File: src/rtl/palette_tint_nearest_map_assert.svh
// Assertion macros for the palette tint / nearest-match block.
// Used by palette_tint_nearest_map.sv; expects clk and rst_n in scope.
`ifndef PALETTE_TINT_NEAREST_MAP_ASSERT_SVH
`define PALETTE_TINT_NEAREST_MAP_ASSERT_SVH

`ifndef SYNTHESIS
// Same-cycle implication, disabled while in reset.
`define PTNM_ASSERT_IMP(label, ante, cons) \
  label: assert property (@(posedge clk) disable iff (!rst_n) (ante) |-> (cons)) \
    else $error("ptnm assertion failed");
// Next-cycle implication, disabled while in reset.
`define PTNM_ASSERT_NXT(label, ante, cons) \
  label: assert property (@(posedge clk) disable iff (!rst_n) (ante) |=> (cons)) \
    else $error("ptnm assertion failed");
`else
`define PTNM_ASSERT_IMP(label, ante, cons)
`define PTNM_ASSERT_NXT(label, ante, cons)
`endif

`endif

File: src/rtl/ptnm_pkg.sv
// Shared types and constants for the palette tint / nearest-match block.
// No dependencies; imported by every module of the block.
package ptnm_pkg;

  localparam int PAL_SIZE  = 256;
  localparam int PAL_IDX_W = (PAL_SIZE > 1) ? $clog2(PAL_SIZE) : 1;
  localparam logic [8:0] PAL_SIZE_X = 9'(PAL_SIZE);

  localparam int CFG_ADDR_W = 5;
  localparam int CFG_DATA_W = 32;

  localparam logic [14:0] MAX_DIST = 15'd20000;

  // floor(m / 100) == (m * DIV100_MUL) >> DIV100_SHIFT for m below 32768
  localparam logic [12:0] DIV100_MUL   = 13'd5243;
  localparam int          DIV100_SHIFT = 19;

  localparam logic REQ_LOAD  = 1'b0;
  localparam logic REQ_QUERY = 1'b1;

  typedef enum logic [2:0] {
    REG_TINT_RED     = 3'd0,
    REG_TINT_GREEN   = 3'd1,
    REG_TINT_BLUE    = 3'd2,
    REG_TINT_PERCENT = 3'd3,
    REG_KEEP_A       = 3'd4,
    REG_KEEP_B       = 3'd5
  } cfg_reg_t;

  typedef struct packed {
    logic [7:0] red;
    logic [7:0] green;
    logic [7:0] blue;
  } rgb_t;

  typedef struct packed {
    logic [7:0] red;
    logic [7:0] green;
    logic [7:0] blue;
    logic [6:0] percent;
  } tint_cfg_t;

  // One step of the palette sweep as seen by the distance unit.
  typedef struct packed {
    logic                 valid;
    logic                 last;
    logic [PAL_IDX_W-1:0] idx;
  } srch_beat_t;

endpackage

File: src/rtl/ptnm_tint.sv
// Tint pipeline: brightness term, per-channel tint and wrap to 8 bits.
// Depends on ptnm_pkg; done is start carried through the valid shift register v_r.
module ptnm_tint
  import ptnm_pkg::*;
(
  input  logic      clk,
  input  logic      rst_n,
  input  logic      start,
  input  rgb_t      color_in,
  input  logic      keep,
  input  tint_cfg_t cfg,
  output logic      done,
  output rgb_t      color_out
);

  logic [5:0]        v_r;
  logic [2:0][7:0]   c_r;
  logic              keep_r;
  logic [7:0]        hi_r;
  logic [16:0]       lumprod_r;
  logic [2:0][15:0]  tprod_r;
  logic signed [2:0][15:0] pprod_r;
  logic [2:0][27:0]  qprod_r;
  logic [2:0]        neg_r;
  logic [2:0][7:0]   res_r;

  logic [2:0][7:0]   tc;
  logic [7:0]        hi_nxt;
  logic [8:0]        sumlo_nxt;
  logic [7:0]        lum;

  assign tc = {cfg.red, cfg.green, cfg.blue};

  // Brightest channel; the other two only matter as a sum.
  always_comb begin
    hi_nxt = c_r[2];
    if (c_r[1] > hi_nxt) begin
      hi_nxt = c_r[1];
    end
    if (c_r[0] > hi_nxt) begin
      hi_nxt = c_r[0];
    end
    sumlo_nxt = 9'(10'({2'b0, c_r[2]}) + 10'({2'b0, c_r[1]}) + 10'({2'b0, c_r[0]})
                   - 10'({2'b0, hi_nxt}));
  end

  assign lum = hi_r + lumprod_r[16:9];

  always_ff @(posedge clk) begin
    if (!rst_n) begin
      v_r <= '0;
    end else begin
      v_r <= {v_r[4:0], start};
    end
  end

  always_ff @(posedge clk) begin
    logic [16:0]       t17;
    logic [7:0]        target;
    logic signed [15:0] diff;
    logic signed [15:0] pct;
    logic [14:0]       mag;
    logic [7:0]        q8;
    if (start) begin
      c_r    <= color_in;
      keep_r <= keep;
    end
    hi_r      <= hi_nxt;
    lumprod_r <= 17'({9'b0, 8'd255 - hi_nxt} * {8'b0, sumlo_nxt});
    for (int k = 0; k < 3; k++) begin
      tprod_r[k] <= {8'b0, lum} * {8'b0, tc[k]};
      // x / 255 for x up to 255*255
      t17    = 17'(tprod_r[k]) + 17'(tprod_r[k][15:8]) + 17'd1;
      target = t17[15:8];
      diff   = 16'(signed'({1'b0, target})) - 16'(signed'({1'b0, c_r[k]}));
      pct    = 16'(signed'({1'b0, cfg.percent}));
      pprod_r[k] <= diff * pct;
      mag    = pprod_r[k][15] ? 15'(-pprod_r[k]) : 15'(pprod_r[k]);
      neg_r[k]   <= pprod_r[k][15];
      qprod_r[k] <= {13'b0, mag} * {15'b0, DIV100_MUL};
      q8     = qprod_r[k][DIV100_SHIFT+7:DIV100_SHIFT];
      if (v_r[4]) begin
        if (keep_r) begin
          res_r[k] <= c_r[k];
        end else if (neg_r[k]) begin
          res_r[k] <= c_r[k] - q8;
        end else begin
          res_r[k] <= c_r[k] + q8;
        end
      end
    end
  end

  assign done      = v_r[5];
  assign color_out = res_r;

endmodule

File: config.mk
export PLATFORM = sky130hd
export DESIGN_NAME = ptnm_tint
export DESIGN_NICKNAME = d
export VERILOG_FILES = /design/src/rtl/palette_tint_nearest_map_assert.svh /design/src/rtl/ptnm_pkg.sv /design/src/rtl/ptnm_tint.sv
export SDC_FILE = /design/constraint.sdc
export NUM_CORES = 2
export LEC_CHECK = 0
export BUFFER_PORTS_ARGS = -buffer_cell sky130_fd_sc_hd__buf_2
export CAP_MARGIN = 30
export CORE_AREA = 2 2 299 301
export CTS_BUF_LIST = sky130_fd_sc_hd__clkbuf_8 sky130_fd_sc_hd__clkbuf_16
export DETAILED_ROUTE_END_ITERATION = 8
export DIE_AREA = 0 0 301 303
export GPL_ROUTABILITY_DRIVEN = 0
export HOLD_SLACK_MARGIN = 0.06
export PLACE_DENSITY = 0.65
export RECOVER_POWER = 100
export SETUP_SLACK_MARGIN = 0.15
export SLEW_MARGIN = 20
export SYNTH_ARGS = -nofsm -noshare
export SYNTH_HDL_FRONTEND = slang
export SYNTH_SLANG_ARGS = --single-unit
export TNS_END_PERCENT = 1
File: constraint.sdc
create_clock -name clk -period 12.56 [get_ports clk]
set_input_delay 1.884 -clock clk [delete_from_list [all_inputs] [get_ports clk]]
set_output_delay 1.884 -clock clk [all_outputs]
set_load 0.05 [all_outputs]
==> reports/results.ini <==
[clocking]
clk-insertion-delay-late_ps=500
cts.htree.levels=4
cts_setup_buffers=0
holdBufCountCts=0
cts_tree=yes
cts_buffers=17
cts-resized-gates=0
clock_sinks=194
clkSlewWorstSetupHoldPaths_ps=80
clockBufferDepth=2
clock-root-buffer=clkbuf_16

[floorplanning]
core_mm2=0.0880
ios=84
rows=109
start_util=0.397
die_area_mm2=0.0912
die_x_um=301
fp.dieH_um=303

[yosys]
avgSynthCellArea_um2=9.37
netlist_area_mm2=0.0350
yosysWarnings=0
syn_nets=4946
ys.flop_type=dfxtp_1
yosysSeqAreaShare=0.125
synth_edf_count=49
synth_seq_cells=194
async_flop_share=0
netlist_instances=3730
synth_cell_types=60

[detailed_routing]
ant_nets=0
drt-pass1-iter-count=5
first_iter_violations=996
post_drt_wl_per_cell_um=14.9
vias=23913
drc=0
routed_wl_um=74300
via_per_inst=4.80

[worst_setup_path]
cpMaxStageDelayCell=a21oi_1
cp.required_ps=12980
timing.rr.start=c_r[17]$_DFFE_PP_
crit_top_cell=fa_1
rr_worst_depth=40
worst-setup-path-type=reg -> reg
end_kind=flip-flop
slowest_delay_ps=620
critical-path-top-delay-family=adder cells
r2r_setup_slack_ps=980
worst-path-max-fanout=19
rr_endpoint=lumprod_r[16]$_DFF_P_
start_kind=flip-flop
cp.arrival_ps=12010
cp_num_buf_inv=4

[placed_design]
dpl.hpwl_um=63500
port_buffers=83

[global_routing]
grt_usage=0.172
grt_max_degree=41
antenna_found_initial=3
grt_pass1_wl_um=126000
grt.overflow.total=0
grt_pass1_vias=25038

[flow_run]
maxCapViolations=2

[timing]
fmaxAchievable_ghz=0.0864
final_max_slew_viol_count=53
max_slew_margin=-0.0715
hold_viol=0
setup_viol=0
post-route-period-util=0.922
skew_ps=13.2
final.setup.tns_ps=0
rsz0062_at_grt=no
fin_crit_ps=11580
tightest_slew_ps=1610

[status]
violations=max-capacitance violations, max-slew violations
status=complete, but fails checks

[layout]
n_fill_cell=8633
area_growth_syn_to_layout_pct=6.83
nets=5017
drive_gt1_frac=0.0302
layout_commonest_cell=inv_1
num_antenna_cells=0
final_cell_mix=inv_1 (933), ha_1 (634), fa_1 (523)

[hold_path]
hold_class=reg -> reg
min_from=v_r[2]$_SDFF_PN0_
min_to=v_r[3]$_SDFF_PN0_
min_path_cells=1

[sequential cells by signal (all words and copies together) (netlist names)]
signal	cells
keep_r	1
hi_r	8
lumprod_r	8
tprod_r	48
pprod_r	48
qprod_r	24
v_r	6
c_r	24
neg_r	3
color_out	24
[through the flow]
step	utilization	area, µm²	worst slack, ps	instances	hold slack [ps]
2_1_floorplan	-	35000	2490	3730	389
3_3_place_gp	0.418	36800	1520	4945	415
3_5_place_dp	0.418	36800	1310	4945	419
4_1_cts	0.425	37400	1220	4977	439
5_1_grt	0.425	37300	200	4979	448
6_report	0.425	37300	979	4979	436
[area by class of cell]
cell class,instances,area [µm²],area share
inverters,933,3500,0.0938
well taps,1165,1460,0.0390
multi-input cells,2558,26900,0.721
clock inverters,15,193,0.00516
clock buffers,17,425,0.0114
repair buffers,97,459,0.0123
flip-flops and latches,194,4370,0.117
[worst max path at each step]
stage,start,to,slack [ps],depth (start not counted)
3_3_place_gp,c_r[17]$_DFFE_PP_,lumprod_r[15]$_DFF_P_,1520,40
4_1_cts,c_r[17]$_DFFE_PP_,lumprod_r[15]$_DFF_P_,1220,40
2_1_floorplan,c_r[17]$_DFFE_PP_,lumprod_r[15]$_DFF_P_,2490,39
6_report,c_r[17]$_DFFE_PP_,lumprod_r[16]$_DFF_P_,980,40
3_5_place_dp,c_r[17]$_DFFE_PP_,lumprod_r[15]$_DFF_P_,1310,40
5_1_grt,c_r[17]$_DFFE_PP_,lumprod_r[16]$_DFF_P_,200,40
[cell families (layout without fill, tap and decap cells)]
kind of cell / count (synthesis) / after routing / synth area share
adders and majority gates: 1157 / 1157 / 0.526
buffers and inverters: 978 / 1062 / 0.105
and+or+nand+nor: 773 / 773 / 0.110
AOI/OAI and AO/OA: 364 / 364 / 0.0660
xor gates and xnor gates: 249 / 249 / 0.0624
DFF: 194 / 194 / 0.125
muxes: 15 / 15 / 0.00465
[per-layer routing]
| layer | global-route usage | share of wire | vias to the layer above |
|---|---|---|---|
| met5 | 0 | 0.00028 | - |
| met4 | 0.0428 | 0.019 | 4 |
| met3 | 0.0190 | 0.029 | 77 |
| met2 | 0.296 | 0.48 | 363 |
| met1 | 0.231 | 0.47 | 11776 |
| li1 | - | - | 11693 |
[synthesized netlist by cell type, types with 9 or more instances]
cell	count	area (µm²)
or2_2	13	81.3
a31oi_1	9	56.3
o31ai_1	15	113
a21boi_0	10	75.1
and3_1	12	75.1
and2_1	212	1330
a21oi_1	104	521
nor2b_1	47	294
nand3_1	18	90.1
a21o_1	45	338
clkbuf_1	41	154
nor2_1	135	507
dfxtp_1	145	2900
nand4_1	11	68.8
or3_1	9	56.3
inv_1	933	3500
edfxtp_1	49	1470
o21ai_0	87	435
nand2b_1	30	188
nand2_1	241	905
fa_1	523	10500
nor3_1	29	145
o41ai_1	9	78.8
o21a_1	25	188
xor2_1	60	526
o21bai_1	22	165
xnor2_1	189	1660
ha_1	634	7930
Power is left out: the tool's default activity adds up to more than one toggle a clock period on the data nets, which glitch-free logic cannot reach.
