[src/rtl/palette_tint_nearest_map_assert.svh]
// Assertion macros for the palette tint / nearest-match block.
// Used by palette_tint_nearest_map.sv; expects clk and rst_n in scope.
`ifndef PALETTE_TINT_NEAREST_MAP_ASSERT_SVH
`define PALETTE_TINT_NEAREST_MAP_ASSERT_SVH

`ifndef SYNTHESIS
// Same-cycle implication, disabled while in reset.
`define PTNM_ASSERT_IMP(label, ante, cons) \
  label: assert property (@(posedge clk) disable iff (!rst_n) (ante) |-> (cons)) \
    else $error("ptnm assertion failed");
// Next-cycle implication, disabled while in reset.
`define PTNM_ASSERT_NXT(label, ante, cons) \
  label: assert property (@(posedge clk) disable iff (!rst_n) (ante) |=> (cons)) \
    else $error("ptnm assertion failed");
`else
`define PTNM_ASSERT_IMP(label, ante, cons)
`define PTNM_ASSERT_NXT(label, ante, cons)
`endif

`endif

[src/rtl/ptnm_pkg.sv]
// Shared types and constants for the palette tint / nearest-match block.
// No dependencies; imported by every module of the block.
package ptnm_pkg;

  localparam int PAL_SIZE  = 256;
  localparam int PAL_IDX_W = (PAL_SIZE > 1) ? $clog2(PAL_SIZE) : 1;
  localparam logic [8:0] PAL_SIZE_X = 9'(PAL_SIZE);

  localparam int CFG_ADDR_W = 5;
  localparam int CFG_DATA_W = 32;

  localparam logic [14:0] MAX_DIST = 15'd20000;

  // floor(m / 100) == (m * DIV100_MUL) >> DIV100_SHIFT for m below 32768
  localparam logic [12:0] DIV100_MUL   = 13'd5243;
  localparam int          DIV100_SHIFT = 19;

  localparam logic REQ_LOAD  = 1'b0;
  localparam logic REQ_QUERY = 1'b1;

  typedef enum logic [2:0] {
    REG_TINT_RED     = 3'd0,
    REG_TINT_GREEN   = 3'd1,
    REG_TINT_BLUE    = 3'd2,
    REG_TINT_PERCENT = 3'd3,
    REG_KEEP_A       = 3'd4,
    REG_KEEP_B       = 3'd5
  } cfg_reg_t;

  typedef struct packed {
    logic [7:0] red;
    logic [7:0] green;
    logic [7:0] blue;
  } rgb_t;

  typedef struct packed {
    logic [7:0] red;
    logic [7:0] green;
    logic [7:0] blue;
    logic [6:0] percent;
  } tint_cfg_t;

  // One step of the palette sweep as seen by the distance unit.
  typedef struct packed {
    logic                 valid;
    logic                 last;
    logic [PAL_IDX_W-1:0] idx;
  } srch_beat_t;

endpackage

[src/rtl/ptnm_cell.sv]
// One palette cell of the rotating ring: holds a single RGB entry.
// Depends on ptnm_pkg for rgb_t.
module ptnm_cell
  import ptnm_pkg::*;
(
  input  logic clk,
  input  logic shift,
  input  rgb_t nbr,
  input  logic wr_en,
  input  rgb_t wr_data,
  output rgb_t entry
);

  rgb_t entry_r;

  // Rotation wins; loads only happen while the ring is at rest.
  always_ff @(posedge clk) begin
    if (shift) begin
      entry_r <= nbr;
    end else if (wr_en) begin
      entry_r <= wr_data;
    end
  end

  assign entry = entry_r;

endmodule

[config.mk]
export PLATFORM = sky130hd
export DESIGN_NAME = ptnm_cell
export DESIGN_NICKNAME = d
export VERILOG_FILES = /design/src/rtl/palette_tint_nearest_map_assert.svh /design/src/rtl/ptnm_pkg.sv /design/src/rtl/ptnm_cell.sv
export SDC_FILE = /design/constraint.sdc
export NUM_CORES = 1
export LEC_CHECK = 0
export BUFFER_PORTS_ARGS = -buffer_cell sky130_fd_sc_hd__buf_2
export CAP_MARGIN = 20
export CORE_MARGIN = 4
export CORE_UTILIZATION = 46
export CTS_BUF_LIST = sky130_fd_sc_hd__clkbuf_2
export CTS_CLUSTER_DIAMETER = 150
export CTS_CLUSTER_SIZE = 28
export DETAILED_ROUTE_END_ITERATION = 8
export GPL_TIMING_DRIVEN = 0
export HOLD_SLACK_MARGIN = 0.02
export PLACE_DENSITY = 0.95
export SLEW_MARGIN = 20
export SYNTH_ARGS = -nofsm -noshare
export SYNTH_HDL_FRONTEND = slang
export SYNTH_SLANG_ARGS = --single-unit
[constraint.sdc]
create_clock -name clk -period 3.4 [get_ports clk]
set_clock_uncertainty 0.15 [all_clocks]
set_input_delay 0.34 -clock clk [delete_from_list [all_inputs] [get_ports clk]]
set_output_delay 0.34 -clock clk [all_outputs]
set_load 0.005 [all_outputs]
==> results.ini, run 1 <==
[timing]
rsz0062_at_grt = false
final-setup-viol-count = 0
slew_viol_final = 0
finalSetupTns_ps = 0
max_slew_margin = 0.335
period_minus_slack_ps = 1580
tightest_slew_ps = 997
final_hold_viol_count = 0
period_share = 0.464
fmax_mhz = 634
worst_slack_ps = 1820

[yosys]
seq_area_frac_synth = 0.644
synthMuxAreaShare = 0.305
ys_ff_latch = 24
synth_fa_ha_area_frac = 0
syn_avg_cell_area_um2 = 21.5
ys_types = 6
synth_warnings = 0
yosys.area_share.simple = 0.00559
yosys.area_share.xor_xnor = 0
syn_nets = 103
synth_area_um2 = 1120
synth_cells = 52
synth_compound_area_frac = 0
synth_top_family_by_area = multiplexers

[detailed_routing]
drtIter0Drc = 28
antenna_left = 0
wl_per_cell_um = 15.6
dr.pass1.iters = 2
drc = 0
wirelength_mm = 2.43
dr_total_vias = 747
routed_via_density = 4.79

[power]
intPower_mw = 0.463
p_clk_frac = 0.168
p_leak_nw = 0.746
pwr-share-seq = 0.627
p_sw_mw = 0.127
pwr_density_cell_nw_per_um2 = 384
peakVddDrop_uv = 218
combPwrFrac = 0.205
switching_share = 0.215

[floorplan]
initial_core_util = 0.497
ioPinCount = 75
coreArea_um2 = 2250
die_h_um = 57.3
dieArea_um2 = 3290
die_width_um = 57.3
row_count = 17

[worst_setup_path]
cpMaxStageDelayCell = or2_1
cp_max_fo = 24
worst-setup-path-type = in -> reg
cp-end-kind = flop
arrival_ps = 1390
crit_chain = buf_6, buf_12, or2_1
max_stage_delay_ps = 770
worst_ep_required_time_ps = 3210
startpoint_type = input pin

[clock_tree]
holdBufCountCts = 0
ctsLongestPathBuffers = 2
root_buffer = clkbuf_2
post-cts-setup-buffers = 0
cts_buffers = 3
ctsResizeCount = 0
htreeDepth = 1
clk_pin_slew_ps = 200
clkSinkCount = 24
cts_tree = built

[final_layout]
largest_reg_flops = 24
stdcell_count = 156
final_common_cell = buf_2
fin_area_um2 = 1540
mostFrequentLayoutCells = buf_2 (73), edfxtp_1 (24), mux2_4 (19)
drive_gt1_frac = 0.805
multi_input_area_um2 = 348
area_delta_synth_final_pct = 37.1
seqCellArea_um2 = 721
antennaDiodeCount = 0
fillers = 176
layout.nets = 181

[placement]
port_buffers = 73
routabilityCongestion = 0.743
placed_cell_area_um2 = 1520
dpl.hpwl_mm = 2.05
pre_cts_slack_ps = 1470
dp.cells = 153

[global_routing]
grt_max_degree = 25
grt-ovfl-total = 0
grt_pass1_wl_mm = 3.82
antenna_found_initial = 0
grt_usage = 0.159
grt_pass1_vias = 795

[run]
cap_viol_max_count = 0

[run_status]
status = finished clean

[worst_hold_path]
holdCritPathClass = in -> reg

cell usage after synthesis:
master     n  share of area
mux2_2     5          0.050
mux2_4    19           0.25
or2_1      1         0.0056
edfxtp_1  24           0.64
buf_6      1          0.010
buf_12     2          0.036
power by group through the flow:
stage	Combinational (mW)	Clock, mW	Sequential [mW]
2_1_floorplan	0.0503	0	0.383
3_3_place_gp	0.117	0	0.376
3_5_place_dp	0.123	0	0.377
4_1_cts	0.123	0.102	0.370
5_1_grt	0.131	0.121	0.372
6_report	0.121	0.0988	0.370
stage by stage:
step                      power [mW]  utilization  hold slack [ps]
final                          0.590        0.681              154
after global routing           0.624        0.681             99.4
after CTS                      0.595        0.681              140
after floorplan                0.433            -              407
after global placement         0.493        0.674              491
after detailed placement       0.500        0.674              493
path summary, 6_finish.rpt:
path / from / endpoint / slack, ps / cells past startpoint
hold / removal: nbr[12] / entry[12] / 150 / 2
setup / recovery: shift / entry[1] / 1820 / 3
worst max-delay path, delay by kind of cell:
kind / cells / cell delay, ps
buffers and inverters: 2 / 270
and+or+nand+nor: 1 / 770
layout make-up:
| type | instances | area share |
|---|---|---|
| multi-input cells | 25 | 0.227 |
| plain buffers | 3 | 0.0334 |
| flip-flops and latches | 24 | 0.469 |
| clock buffers | 3 | 0.00978 |
| repair buffers | 73 | 0.238 |
| well taps | 28 | 0.0228 |
per-layer routing:
layer  share of wire  wire length, µm  up-vias  track usage
li1                -                -      354            -
met2            0.57             1400       43        0.300
met3           0.097              237        4       0.0362
met1            0.31              751      346        0.156
met4           0.019               46        0       0.0894
met5               0                0        -            0
cell families after synthesis:
logic type | after synthesis
multiplexers | 24
flip-flops | 24
buffers and inverters | 3
AND/OR/NAND/NOR | 1
(Power assumes the default switching activity.)
==> run 2: changes to the inputs <==
--- a/config.mk
+++ b/config.mk
@@ -8,14 +8,14 @@
 export BUFFER_PORTS_ARGS = -buffer_cell sky130_fd_sc_hd__buf_2
 export CAP_MARGIN = 20
 export CORE_MARGIN = 4
-export CORE_UTILIZATION = 46
+export CORE_UTILIZATION = 38
 export CTS_BUF_LIST = sky130_fd_sc_hd__clkbuf_2
 export CTS_CLUSTER_DIAMETER = 150
 export CTS_CLUSTER_SIZE = 28
 export DETAILED_ROUTE_END_ITERATION = 8
 export GPL_TIMING_DRIVEN = 0
 export HOLD_SLACK_MARGIN = 0.02
-export PLACE_DENSITY = 0.95
+export PLACE_DENSITY = 0.85
 export SLEW_MARGIN = 20
 export SYNTH_ARGS = -nofsm -noshare
 export SYNTH_HDL_FRONTEND = slang
==> constraint.sdc (replaced) <==
create_clock -name clk -period 1.4 [get_ports clk]
set_clock_uncertainty 0.15 [all_clocks]
set_input_delay 0.14 -clock clk [delete_from_list [all_inputs] [get_ports clk]]
set_output_delay 0.14 -clock clk [all_outputs]
set_load 0.005 [all_outputs]
==> run 2 against run 1 <==
Net effect: count of clock-buffer cells in the layout stayed put; total power grew to 2.7 times the previous value; die area is 18% higher; sequential power is 140% higher; hold slack worse by 27 ps; largest power group unchanged; clock power grew to 2.7 times the previous value; critical path depth stayed put.
==> results.ini, run 2 (same netlist as run 1, synthesis figures left out) <==
[run_status]
status = finished clean

[final_layout]
fin_area_um2 = 2030
drive_gt1_frac = 0.584
final_common_cell = buf_2
antennaDiodeCount = 0
largest_reg_flops = 24
layout.nets = 230
mostFrequentLayoutCells = buf_2 (73), dlygate4sd3_1 (49), edfxtp_1 (24)
area_delta_synth_final_pct = 81.6
finish.utilization = 0.731

[floorplan]
die_width_um = 62.3
coreArea_um2 = 2780
ioPinCount = 75
dieArea_um2 = 3880
initial_core_util = 0.403
row_count = 19
die_h_um = 62.3

[worst_setup_path]
cpMaxStageDelayCell = dlygate4sd3_1
crit_family = buffers and inverters
worst-setup-path-type = in -> reg
startpoint_type = input pin
worst_ep_required_time_ps = 1350
cp_max_fo = 5
cp-end-kind = flop
arrival_ps = 1290
worst-path-buf-inv = 2
max_stage_delay_ps = 680
crit_chain = buf_6, dlygate4sd3_1, mux2_2

[timing]
final-setup-viol-count = 0
rsz0062_at_grt = false
finalSetupTns_ps = 0
slew_viol_final = 0
period_share = 0.951
final_hold_viol_count = 0
tightest_slew_ps = 541
fmax_mhz = 751
period_minus_slack_ps = 1330
max_slew_margin = 0.639

[run]
cap_viol_max_count = 0

[clock_tree]
cts_tree = built
cts_buffers = 3
holdBufCountCts = 49
ctsResizeCount = 0
clkSinkCount = 24
ctsLongestPathBuffers = 2
htreeDepth = 1
post-cts-setup-buffers = 0
clk_pin_slew_ps = 230
root_buffer = clkbuf_2

[worst_hold_path]
holdCritPathClass = in -> reg
hold_end = entry[4]
min_from = shift
min_path_cells = 3

[power]
pwr_density_cell_nw_per_um2 = 769
p_leak_nw = 0.953
peakVddDrop_uv = 736
power_mw = 1.56

[placement]
port_buffers = 73
routabilityCongestion = 0.671
placed_cell_area_um2 = 1520
dpl.hpwl_mm = 1.91

[detailed_routing]
wl_per_cell_um = 14.8
antenna_left = 0
dr_total_vias = 930
wirelength_mm = 3.08
routed_via_density = 4.45
drc = 0
dr.pass1.iters = 4
drtIter0Drc = 34

[global_routing]
grt-ovfl-total = 0
antenna_found_initial = 0
grt_max_degree = 25
grt_pass1_wl_mm = 4.75
grt_usage = 0.154
grt_pass1_vias = 1040

[run 2: cell count changes in the layout (fill, tap and decap cells not counted), sizes merged]
cell	change
dlygate4sd3	+49
clkinv	+1
[run 2: power breakdown]
group          internal, mW  total [mW]  switching [mW]
Combinational         0.274       0.401           0.127
Clock                0.0621       0.263           0.201
Sequential            0.881       0.900          0.0189
[run 2: through the flow]
step	setup slack, ps	hold WS, ps	instances
detailed placement	-46.3	296	156
floorplan	68.6	207	52
global route	68.0	112	209
CTS	95.4	111	209
global placement	-12.2	291	156
finish	68.2	127	209
[run 2: layout make-up]
cell class | instances | area [µm²]
Multi-Input combinational cell | 25 | 348
Fill cell | 185 | 748
Tap cell | 31 | 38.8
Sequential cell | 24 | 721
Clock inverter | 1 | 3.75
Buffer | 3 | 51.3
Clock buffer | 3 | 15.0
Timing Repair Buffer | 122 | 856
[run 2: tightest hold or removal path, delay by kind of cell]
family / cells / cell delay (ps)
buffers and inverters: 2 / 240
multiplexers: 1 / 150
[run 2: routing by layer]
layer  vias up  global-route usage  part of all wire
li1        455                   -                 -
met1       433               0.135              0.32
met2        36               0.329              0.62
met3         6              0.0216             0.048
met4         0              0.0637             0.017
met5         -                   0                 0
[run 2: how the worst max path moves through the flow]
stage,from,end,cells past startpoint
after floorplan,shift,entry[0],3
after global placement,shift,entry[20],3
after detailed placement,shift,entry[19],3
after CTS,shift,entry[1],3
after global routing,shift,entry[1],3
final,shift,entry[1],3
