File: src/rtl/palette_tint_nearest_map_assert.svh
// Assertion macros for the palette tint / nearest-match block.
// Used by palette_tint_nearest_map.sv; expects clk and rst_n in scope.
`ifndef PALETTE_TINT_NEAREST_MAP_ASSERT_SVH
`define PALETTE_TINT_NEAREST_MAP_ASSERT_SVH

`ifndef SYNTHESIS
// Same-cycle implication, disabled while in reset.
`define PTNM_ASSERT_IMP(label, ante, cons) \
  label: assert property (@(posedge clk) disable iff (!rst_n) (ante) |-> (cons)) \
    else $error("ptnm assertion failed");
// Next-cycle implication, disabled while in reset.
`define PTNM_ASSERT_NXT(label, ante, cons) \
  label: assert property (@(posedge clk) disable iff (!rst_n) (ante) |=> (cons)) \
    else $error("ptnm assertion failed");
`else
`define PTNM_ASSERT_IMP(label, ante, cons)
`define PTNM_ASSERT_NXT(label, ante, cons)
`endif

`endif

File: src/rtl/ptnm_pkg.sv
// Shared types and constants for the palette tint / nearest-match block.
// No dependencies; imported by every module of the block.
package ptnm_pkg;

  localparam int PAL_SIZE  = 256;
  localparam int PAL_IDX_W = (PAL_SIZE > 1) ? $clog2(PAL_SIZE) : 1;
  localparam logic [8:0] PAL_SIZE_X = 9'(PAL_SIZE);

  localparam int CFG_ADDR_W = 5;
  localparam int CFG_DATA_W = 32;

  localparam logic [14:0] MAX_DIST = 15'd20000;

  // floor(m / 100) == (m * DIV100_MUL) >> DIV100_SHIFT for m below 32768
  localparam logic [12:0] DIV100_MUL   = 13'd5243;
  localparam int          DIV100_SHIFT = 19;

  localparam logic REQ_LOAD  = 1'b0;
  localparam logic REQ_QUERY = 1'b1;

  typedef enum logic [2:0] {
    REG_TINT_RED     = 3'd0,
    REG_TINT_GREEN   = 3'd1,
    REG_TINT_BLUE    = 3'd2,
    REG_TINT_PERCENT = 3'd3,
    REG_KEEP_A       = 3'd4,
    REG_KEEP_B       = 3'd5
  } cfg_reg_t;

  typedef struct packed {
    logic [7:0] red;
    logic [7:0] green;
    logic [7:0] blue;
  } rgb_t;

  typedef struct packed {
    logic [7:0] red;
    logic [7:0] green;
    logic [7:0] blue;
    logic [6:0] percent;
  } tint_cfg_t;

  // One step of the palette sweep as seen by the distance unit.
  typedef struct packed {
    logic                 valid;
    logic                 last;
    logic [PAL_IDX_W-1:0] idx;
  } srch_beat_t;

endpackage

File: src/rtl/ptnm_search.sv
// Distance unit fed by the head of the palette ring; tracks the best match.
// Depends on ptnm_pkg; two-stage pipeline per entry.
module ptnm_search
  import ptnm_pkg::*;
(
  input  logic                 clk,
  input  logic                 rst_n,
  input  logic                 start,
  input  srch_beat_t           beat,
  input  rgb_t                 entry,
  input  rgb_t                 color,
  output logic                 done,
  output logic [PAL_IDX_W-1:0] match
);

  logic                 va_r;
  logic                 lasta_r;
  logic [PAL_IDX_W-1:0] idxa_r;
  logic [2:0][15:0]     sq_r;
  logic [14:0]          best_r;
  logic [PAL_IDX_W-1:0] match_r;
  logic                 done_r;

  logic [2:0][7:0]      a_ch;
  logic [2:0][7:0]      b_ch;
  logic [17:0]          sq_sum;

  assign a_ch   = color;
  assign b_ch   = entry;
  assign sq_sum = 18'(sq_r[2]) + 18'(sq_r[1]) + 18'(sq_r[0]);

  always_ff @(posedge clk) begin
    if (!rst_n) begin
      va_r    <= 1'b0;
      lasta_r <= 1'b0;
      done_r  <= 1'b0;
    end else begin
      va_r    <= beat.valid;
      lasta_r <= beat.valid && beat.last;
      done_r  <= va_r && lasta_r;
    end
  end

  always_ff @(posedge clk) begin
    logic signed [8:0] d;
    idxa_r <= beat.idx;
    for (int k = 0; k < 3; k++) begin
      d = signed'({1'b0, a_ch[k]}) - signed'({1'b0, b_ch[k]});
      sq_r[k] <= 16'(d * d);
    end
    // Strict compare keeps the lower index on a tie.
    if (start) begin
      best_r  <= MAX_DIST;
      match_r <= '0;
    end else if (va_r && (sq_sum < 18'(best_r))) begin
      best_r  <= sq_sum[14:0];
      match_r <= idxa_r;
    end
  end

  assign done  = done_r;
  assign match = match_r;

endmodule

File: config.mk
export PLATFORM = sky130hd
export DESIGN_NAME = ptnm_search
export DESIGN_NICKNAME = d
export VERILOG_FILES = /design/src/rtl/palette_tint_nearest_map_assert.svh /design/src/rtl/ptnm_pkg.sv /design/src/rtl/ptnm_search.sv
export SDC_FILE = /design/constraint.sdc
export NUM_CORES = 1
export LEC_CHECK = 0
export BUFFER_PORTS_ARGS = -buffer_cell sky130_fd_sc_hd__buf_2
export CAP_MARGIN = 15
export CORE_UTILIZATION = 45
export DETAILED_ROUTE_END_ITERATION = 8
export PLACE_DENSITY_LB_ADDON = 0.3
export SYNTH_ARGS = -nofsm -noshare
export SYNTH_HDL_FRONTEND = slang
export SYNTH_SLANG_ARGS = --single-unit
File: constraint.sdc
create_clock -name clk -period 10 [get_ports clk]
set_clock_uncertainty 0.05 [all_clocks]
set_input_delay 1 -clock clk [delete_from_list [all_inputs] [get_ports clk]]
set_output_delay 1 -clock clk [all_outputs]
set_load 0.01 [all_outputs]
==> flow_summary.yaml, run 1 <==
status:
  outcome: "completed"
global_route:
  antenna_found_initial: 0
  grt-ovfl-total: 0
  grt_pass1_wl_mm: 36.9
  grt_use_total_pct: 17.4
  grt_pass1_vias: 8234
  grt_max_degree: 26
die:
  dieArea_sq_mm: 0.0258
  die_w_um: 161
  row_count: 57
  io_pins: 70
  fp.dieH_um: 161
  coreArea_sq_mm: 0.0245
  initial_core_util_pct: 46.3
clock_tree:
  cts_resized: 0
  path_clk_slew_ns: 0.06
  cts_tree: "yes"
  post-cts-setup-buffers: 0
  cts_root_buffer: "clkbuf_16"
  cts_hold_buf: 0
  cts_buffers: 9
  clock_latency_ns: 0.34
  cts_sinks: 79
  clock_path_buffers: 2
  h-tree-depth: 3
worst_setup_path:
  path_common_cell: "inv_1"
  crit_type: "primary input to register"
  crit_buf_inv: 8
  worstPathMaxFanout: 6
  reg2reg_slack_ns: 5.34
  critPathLaunchType: "primary input"
  critPathArrivalTime_ns: 7.10
  cp_top_family: "adder cells"
  slowest_delay_ns: 0.54
  critPathRequiredTime_ns: 10.21
  cp_slowest_cell: "fa_1"
  setup.worst_path.end_class: "register"
cells_and_area:
  area_growth_pct: 8.85
  multi_input_area_sq_mm: 0.00864
  drive_gt1_share_pct: 8.12
  antenna_cells: 0
  nets: 1691
  seqCellArea_sq_mm: 0.00158
  n_fill_cell: 2290
  stdcell_area_sq_mm: 0.0123
synth:
  syn_inst: 1235
  synth_area_per_cell_sq_um: 9.17
  yosysWarnings: 0
  synth_seq_cells: 79
  synth-adder-area-share_pct: 47.4
  synth_area_leaders: "fa_1 (29%), ha_1 (18%), dfxtp_1 (14%), inv_1 (9.0%), xnor2_1 (5.6%)"
  synthArstFlopShare_pct: 0
  synth_mux_area_share_pct: 0.387
  seq_area_frac_synth_pct: 14.0
  synth_simple_gate_area_share_pct: 10.4
  synth.cells.most_frequent: "inv_1 (271), fa_1 (166), ha_1 (163)"
  synthXorXnorAreaFrac_pct: 7.20
  synth_top_cell_by_area: "fa_1"
  synth.most_common_cell: "inv_1"
  synth_flop_cell: "dfxtp_1"
  synth_compound_area_share_pct: 10.9
  synth_top_area_share_pct: 29.4
  synth_edf_count: 0
  syn-cell-area_sq_mm: 0.0113
  synth_top_family_by_area: "adder cells"
  ys_types: 59
placed_design:
  place_congestion: 0.844
  port-buffer-count: 69
  hpwl_mm: 18.0
  placed_cell_area_sq_mm: 0.0120
  pre_cts_slack_ns: 2.76
timing:
  hold_viol: 0
  worst_pin_slew_ns: 0.945
  setup_ws_ns: 3.11
  rsz0062_at_grt: "false"
  period_minus_slack_ns: 6.89
  slew_headroom_pct: 36.8
  fin_crit_sh_pct: 68.9
  tns_ns: 0
  slew_viol_final: 0
  setup_viol: 0
  timing.fmax_ghz: 0.145
detailed_routing:
  via_per_inst: 4.90
  drtAntennaViolNets: 0
  dr.pass1.iters: 4
  drtIter0Drc: 325
  drt-total-wl_mm: 20.9
  drc_errors: 0
  vias: 7981
  post_drt_wl_per_cell_um: 12.8
worst_hold_path:
  min-delay-path-class: "register to register"
run:
  maxCapViolCount: 0
[registers in the layout, indices dropped and copies added (netlist names)]
signal and count:
match 8, lasta_r 1, done 1, va_r 1
sq_r 45, best_r 15, idxa_r 8
[worst register-to-register path: cells and delay by family (launching register included)]
family	cells	cell delay, ns
DFF	1	0.36
muxes	1	0.21
and+or+nand+nor	2	0.52
adders and majority gates	3	1.11
AOI/OAI and AO/OA	8	2.36
[layout make-up]
class | count | share of cell area [%]
Sequential cell | 79 | 12.8
Timing Repair Buffer | 70 | 2.86
Tap cell | 324 | 3.29
Inverter | 274 | 8.35
Multi-Input combinational cell | 867 | 70.1
Clock buffer | 11 | 1.89
Clock inverter | 5 | 0.670
[per-stage QoR]
| step | hold WS, ns | instances | utilization, % |
|---|---|---|---|
| 5_1_grt | 0.421 | 1630 | 50.4 |
| 4_1_cts | 0.403 | 1630 | 50.4 |
| 3_5_place_dp | 0.390 | 1614 | 49.1 |
| 2_1_floorplan | 0.379 | 1236 | - |
| 3_3_place_gp | 0.388 | 1614 | 49.1 |
| 6_report | 0.399 | 1630 | 50.4 |
[final timing paths]
| kind | from | end | cells after the start |
|---|---|---|---|
| setup / recovery | entry[11] | sq_r[30] | 26 |
| hold / removal | idxa_r[6] | match[6] | 2 |
| setup reg to reg | sq_r[20] | best_r[9] | 14 |
| hold reg to reg | idxa_r[6] | match[6] | 2 |
[cell usage in the layout, fill, tap and decap left out, drive strengths merged, types with 3 or more instances in the layout]
cell type	n
conb	3
nor3	14
nand3	17
o211ai	5
nor2b	13
a211oi	8
or2	7
a2111o	4
inv	272
mux2	3
a31o	5
fa	166
o21ai	38
clkbuf	11
a211o	6
o31ai	3
and3	3
a31oi	7
ha	163
nor2	83
buf	70
clkinvlp	3
a21oi	54
o21bai	9
dfxtp	79
nand2	74
nand3b	3
and2	16
nand2b	10
o21a	9
a21o	22
xnor2	73
o2111ai	4
xor2	20
[cell families after synthesis]
family	count (synthesis)
buf+inv	290
compound gates	186
flops	79
other cells	2
simple gates	252
fa+ha+maj	329
mux	4
xor+xnor	93
[layer usage]
| layer | share of wire (%) | global-route usage [%] | up-vias |
|---|---|---|---|
| li1 | - | - | 4040 |
| met1 | 47 | 23.0 | 3816 |
| met2 | 49 | 30.7 | 107 |
| met3 | 2.9 | 2.17 | 18 |
| met4 | 1.0 | 3.16 | 0 |
| met5 | 0 | 0 | - |
Power of run 1 is left out: the tool's default activity adds up to more than one toggle a clock period on the data nets, which glitch-free logic cannot reach.
==> inputs of run 2 (changes only) <==
==> constraint.sdc (replaced) <==
create_clock -name clk -period 6.29 [get_ports clk]
set_clock_uncertainty 0.05 [all_clocks]
set_input_delay 0.629 -clock clk [delete_from_list [all_inputs] [get_ports clk]]
set_output_delay 0.629 -clock clk [all_outputs]
set_load 0.01 [all_outputs]
==> run 2 against run 1 <==
  * Critical path depth fell by 1
  * Die area did not move
  * Via count rose by 5.7%
  * Cell count rose by 5.5%
  * Sequential cell count did not move
  * Setup slack got worse by 2.8 ns
  * Clock-buffer cell count rose by 1
  * Worst hold slack got worse by 0.058 ns
  * Register-to-register slack got worse by 3.8 ns
  * Critical path type unchanged
  * Critical endpoint unchanged
==> flow_summary.yaml, run 2 (synthesis results as in run 1) <==
clock_tree:
  clock_path_buffers: 2
  cts_sinks: 79
  cts_buffers: 9
  cts_tree: "yes"
  h-tree-depth: 3
  path_clk_slew_ns: 0.06
  cts_root_buffer: "clkbuf_16"
  clock_latency_ns: 0.34
cells_and_area:
  antenna_cells: 0
  n_fill_cell: 2216
  nets: 1781
  largest_reg_flops: 45
  top_regs: "sq_r x45, best_r x15"
  final_common_cell: "inv_1"
  top_register: "sq_r"
  area_growth_pct: 15.8
  final_cell_mix: "inv_1 (271), ha_1 (163), fa_1 (162), buf_4 (91), nor2_1 (81)"
  drive_gt1_share_pct: 15.6
worst_setup_path:
  worstPathMaxFanout: 3
  critPathRequiredTime_ns: 6.51
  critPathLaunchType: "primary input"
  crit_type: "primary input to register"
  setup.worst_path.end_class: "register"
  critPathArrivalTime_ns: 6.21
  reg2reg_slack_ns: 1.58
timing:
  hold_viol: 0
  worst_pin_slew_ns: 1.01
  slew_viol_final: 0
  timing.fmax_ghz: 0.167
  hold_ws_ns: 0.341
  setup_viol: 0
  fin_crit_sh_pct: 95.3
  rsz0062_at_grt: "false"
  period_minus_slack_ns: 5.99
  slew_headroom_pct: 32.7
  setup_ws_ns: 0.298
run:
  maxCapViolCount: 0
detailed_routing:
  dr.pass1.iters: 4
  post_drt_wl_per_cell_um: 12.6
  drt-total-wl_mm: 21.6
  via_per_inst: 4.91
  drtAntennaViolNets: 0
  drtIter0Drc: 411
  vias: 8432
  drc_errors: 0
global_route:
  grt_max_degree: 26
  grt-ovfl-total: 0
  grt_pass1_vias: 8625
  grt_pass1_wl_mm: 38.5
  grt_use_total_pct: 18.1
  antenna_found_initial: 0
die:
  row_count: 57
  fp.dieH_um: 161
  die_w_um: 161
  initial_core_util_pct: 46.3
  dieArea_sq_mm: 0.0258
  coreArea_sq_mm: 0.0245
  io_pins: 70
placed_design:
  hpwl_mm: 18.8
  pre_cts_slack_ns: -0.232
  place_congestion: 0.859
  port-buffer-count: 69
status:
  outcome: "completed"
worst_hold_path:
  min-delay-path-class: "primary input to register"
[run 2: changes by cell type in the layout (fill, tap and decap cells not counted), sizes merged]
| cell | delta |
|---|---|
| clkinvlp | -3 |
| clkbuf | +1 |
| bufinv | +1 |
| buf | +90 |
[run 2: critical path, cell delays in order]
cell	delay, ns
buf_2	0.09
inv_1	0.06
ha_1	0.16
fa_2	0.21
nor2b_2	0.05
o31a_1	0.30
o21bai_1	0.16
a21bo_2	0.26
nand2b_1	0.16
buf_4	0.15
fa_1	0.45
fa_1	0.51
inv_1	0.05
fa_1	0.46
fa_1	0.55
inv_1	0.05
fa_1	0.50
inv_1	0.04
ha_1	0.30
inv_1	0.08
o21bai_1	0.09
a2111o_1	0.40
a31o_2	0.25
a21oi_2	0.14
xnor2_1	0.12
[run 2: final cells by class]
cell class                 instances  area (sq um)  area share, %
clock buffer                      12           256           1.96
clock inverter                     3          90.1          0.687
inverter                         274          1030           7.85
multi-input combinational        867          8720           66.5
sequential                        79          1580           12.1
tap                              324           405           3.09
timing repair buffer             160          1030           7.85
[run 2: worst paths after layout]
check | startpoint | end | cells after the start
min | beat[4] | idxa_r[4] | 1
max | color[8] | sq_r[30] | 25
max reg2reg | sq_r[36] | best_r[9] | 14
min reg2reg | idxa_r[5] | match[5] | 2
[run 2: layer usage]
| layer | wire (um) | vias to the layer above | track usage [%] |
|---|---|---|---|
| li1 | - | 4227 | - |
| met1 | 10200 | 4060 | 24.1 |
| met2 | 10600 | 118 | 31.6 |
| met3 | 562 | 27 | 1.86 |
| met4 | 257 | 0 | 4.03 |
| met5 | 0 | - | 0 |
[run 2: what timing repair did]
action / 4_1_cts / 5_1_grt
endpoints found under the setup margin: 0 / 7
hold buffers: 0 / 0
gates resized for setup: 0 / 19
buffers inserted: 0 / 2
endpoints found under the hold margin: 0 / 0
[run 2: metrics by stage]
stage	util (%)	cells	setup TNS, ns	cell area, sq um
floorplan	-	1236	-0.0225	11300
global placement	51.8	1702	-0.236	12700
detailed placement	51.8	1702	-0.999	12700
CTS	53.3	1717	0	13000
global route	53.6	1719	0	13100
finish	53.6	1719	0	13100
Power of run 2 is left out for the same reason.
==> inputs of run 3 (changes only) <==
--- a/config.mk
+++ b/config.mk
@@ -5,11 +5,13 @@
 export SDC_FILE = /design/constraint.sdc
 export NUM_CORES = 1
 export LEC_CHECK = 0
+export ABC_AREA = 1
 export BUFFER_PORTS_ARGS = -buffer_cell sky130_fd_sc_hd__buf_2
 export CAP_MARGIN = 15
 export CORE_UTILIZATION = 45
 export DETAILED_ROUTE_END_ITERATION = 8
 export PLACE_DENSITY_LB_ADDON = 0.3
+export SKIP_CTS_REPAIR_TIMING = 1
 export SYNTH_ARGS = -nofsm -noshare
 export SYNTH_HDL_FRONTEND = slang
 export SYNTH_SLANG_ARGS = --single-unit
==> constraint.sdc (replaced) <==
create_clock -name clk -period 7.2 [get_ports clk]
set_clock_uncertainty 0.05 [all_clocks]
set_input_delay 0.72 -clock clk [delete_from_list [all_inputs] [get_ports clk]]
set_output_delay 0.72 -clock clk [all_outputs]
set_load 0.01 [all_outputs]
==> run 3 against run 2 <==
  * Critical path depth rose by 6
  * Worst hold slack improved by 0.062 ns
  * Sequential share of layout area rose by 0.27 points
  * Sequential cell count did not move
  * Global-route usage fell by 0.25 points
  * Clock-buffer cell count fell by 1
  * Synthesized area rose by 4.2%
  * Final area fell by 2.2%
==> flow_summary.yaml, run 3 <==
die:
  coreArea_sq_mm: 0.0255
  row_count: 58
  io_pins: 70
  fp.dieH_um: 164
  die_w_um: 164
  dieArea_sq_mm: 0.0269
  initial_core_util_pct: 46.3
run:
  maxCapViolCount: 0
worst_setup_path:
  crit_type: "primary input to register"
  r2r_start: "sq_r[6]"
  critPathArrivalTime_ns: 6.49
  reg2reg_depth: 17
  setup.worst_path.end_class: "register"
  worstPathMaxFanout: 10
  cp_slowest_cell: "fa_1"
  r2r-end: "match[5]"
  path_common_cell: "nand2_1"
  critPathLaunchType: "primary input"
  crit_buf_inv: 7
  critPathRequiredTime_ns: 7.42
  reg2reg_slack_ns: 3.37
  slowest_delay_ns: 0.56
  cp_top_family: "adder cells"
detailed_routing:
  drt-total-wl_mm: 22.1
  post_drt_wl_per_cell_um: 11.7
  via_per_inst: 4.69
  vias: 8844
  drtAntennaViolNets: 0
  drc_errors: 0
  dr.pass1.iters: 5
  drtIter0Drc: 354
timing:
  setup_ws_ns: 0.934
  timing.fmax_ghz: 0.160
  slew_headroom_pct: 49.6
  fin_crit_sh_pct: 87.0
  setup_viol: 0
  hold_viol: 0
  rsz0062_at_grt: "false"
  tns_ns: 0
  worst_pin_slew_ns: 0.755
  slew_viol_final: 0
  period_minus_slack_ns: 6.27
placed_design:
  port-buffer-count: 69
  pre_cts_slack_ns: 0.574
  place_congestion: 0.878
  hpwl_mm: 19.4
worst_hold_path:
  hold_path_end: "match[2]"
  whs_path_depth: 2
  min_from: "idxa_r[2]"
  min-delay-path-class: "register to register"
global_route:
  grt_pass1_wl_mm: 39.0
  grt_use_total_pct: 17.8
  antenna_found_initial: 0
  grt-ovfl-total: 0
  grt_max_degree: 38
  grt_pass1_vias: 8866
synth:
  yosysWarnings: 0
  syn-cell-area_sq_mm: 0.0118
  synth_flop_cell: "dfxtp_1"
  synth_top_cell_by_area: "fa_1"
  synth_top_area_share_pct: 28.2
  synth.most_common_cell: "inv_1"
  synth.cells.most_frequent: "inv_1 (354), nand2_1 (279), fa_1 (166)"
  synth_area_per_cell_sq_um: 7.97
  ys_types: 44
  synth_seq_cells: 79
  seq_area_frac_synth_pct: 13.4
  synth_edf_count: 0
  synth_area_leaders: "fa_1 (28%), ha_1 (17%), dfxtp_1 (13%), inv_1 (11%), nand2_1 (8.9%)"
  syn_inst: 1480
  synthArstFlopShare_pct: 0
cells_and_area:
  largest_reg_flops: 45
  final_cell_mix: "inv_1 (354), nand2_1 (279), fa_1 (166), ha_1 (163), nor2_1 (159)"
  final_common_cell: "inv_1"
  drive_gt1_share_pct: 7.64
  top_register: "sq_r"
  antenna_cells: 0
  n_fill_cell: 2410
  area_growth_pct: 8.64
  top_regs: "sq_r x45, best_r x15"
  utilization_pct: 50.3
  nets: 1942
clock_tree:
  clock_path_buffers: 2
  h-tree-depth: 3
  cts_sinks: 79
  cts_root_buffer: "clkbuf_16"
  clock_latency_ns: 0.34
  cts_buffers: 9
  path_clk_slew_ns: 0.06
  cts_tree: "yes"
status:
  outcome: "completed"
==> run 3: changes by cell type after synthesis, moves of 10 or more <==
cell	change
nor2b_1	-13
and2_1	-16
nor2_1	+77
nand2_1	+205
nand2b_1	-10
nand3_1	+19
xnor2_1	-44
xor2_1	+18
a21o_1	-14
inv_1	+83
o21ai_0	-21
==> run 3: cell type report <==
class / instances / area, sq um / area share, %
repair buffers: 70 / 353 / 2.75
flip-flops and latches: 79 / 1580 / 12.3
well taps: 330 / 413 / 3.22
clock inverters: 5 / 57.6 / 0.449
inverters: 361 / 1360 / 10.6
multi-input cells: 1031 / 8810 / 68.8
clock buffers: 11 / 243 / 1.89
==> run 3: stage by stage <==
stage | cell area [sq um] | hold slack (ns) | cells
final | 12800 | 0.403 | 1887
after global routing | 12800 | 0.418 | 1887
after CTS | 12800 | 0.409 | 1887
after detailed placement | 12500 | 0.395 | 1871
after global placement | 12500 | 0.388 | 1871
after floorplan | 11800 | 0.381 | 1481
==> run 3: metal layers <==
| layer | part of all wire [%] | global-route usage, % | routed length [um] |
|---|---|---|---|
| met5 | 0 | 0 | 0 |
| met4 | 0.62 | 2.69 | 138 |
| met3 | 3.0 | 1.87 | 668 |
| met2 | 48 | 31.7 | 10700 |
| met1 | 48 | 23.7 | 10600 |
==> run 3: logic make-up (layout without fill, tap and decap cells) <==
logic type                 after synthesis  in the layout  share of synthesized area [%]
and+or+nand+nor                        520            520                           18.2
AOI/OAI and AO/OA                      107            107                           5.35
other                                    2              3                         0.0637
xor gates and xnor gates                72             72                           5.66
adders and majority gates              329            329                           45.5
DFF                                     79             79                           13.4
buffers and inverters                  371            447                           11.9
==> run 3: worst max-delay path by stage <==
stage | startpoint | endpoint | slack (ns) | cells after the start
after global placement | color[16] | sq_r[45] | 0.74 | 31
final | color[16] | sq_r[45] | 0.93 | 31
after floorplan | color[8] | sq_r[29] | 1.01 | 26
after global routing | color[0] | sq_r[15] | 0.44 | 31
after detailed placement | color[16] | sq_r[45] | 0.57 | 31
after CTS | color[16] | sq_r[45] | 0.94 | 31
==> run 3: tightest hold or removal path, cell delays in order (launching register included) <==
cell and delay [ns]:
dfxtp_1 0.30, nor2_1 0.04, nor2_1 0.08
Power of run 3 is left out for the same reason.
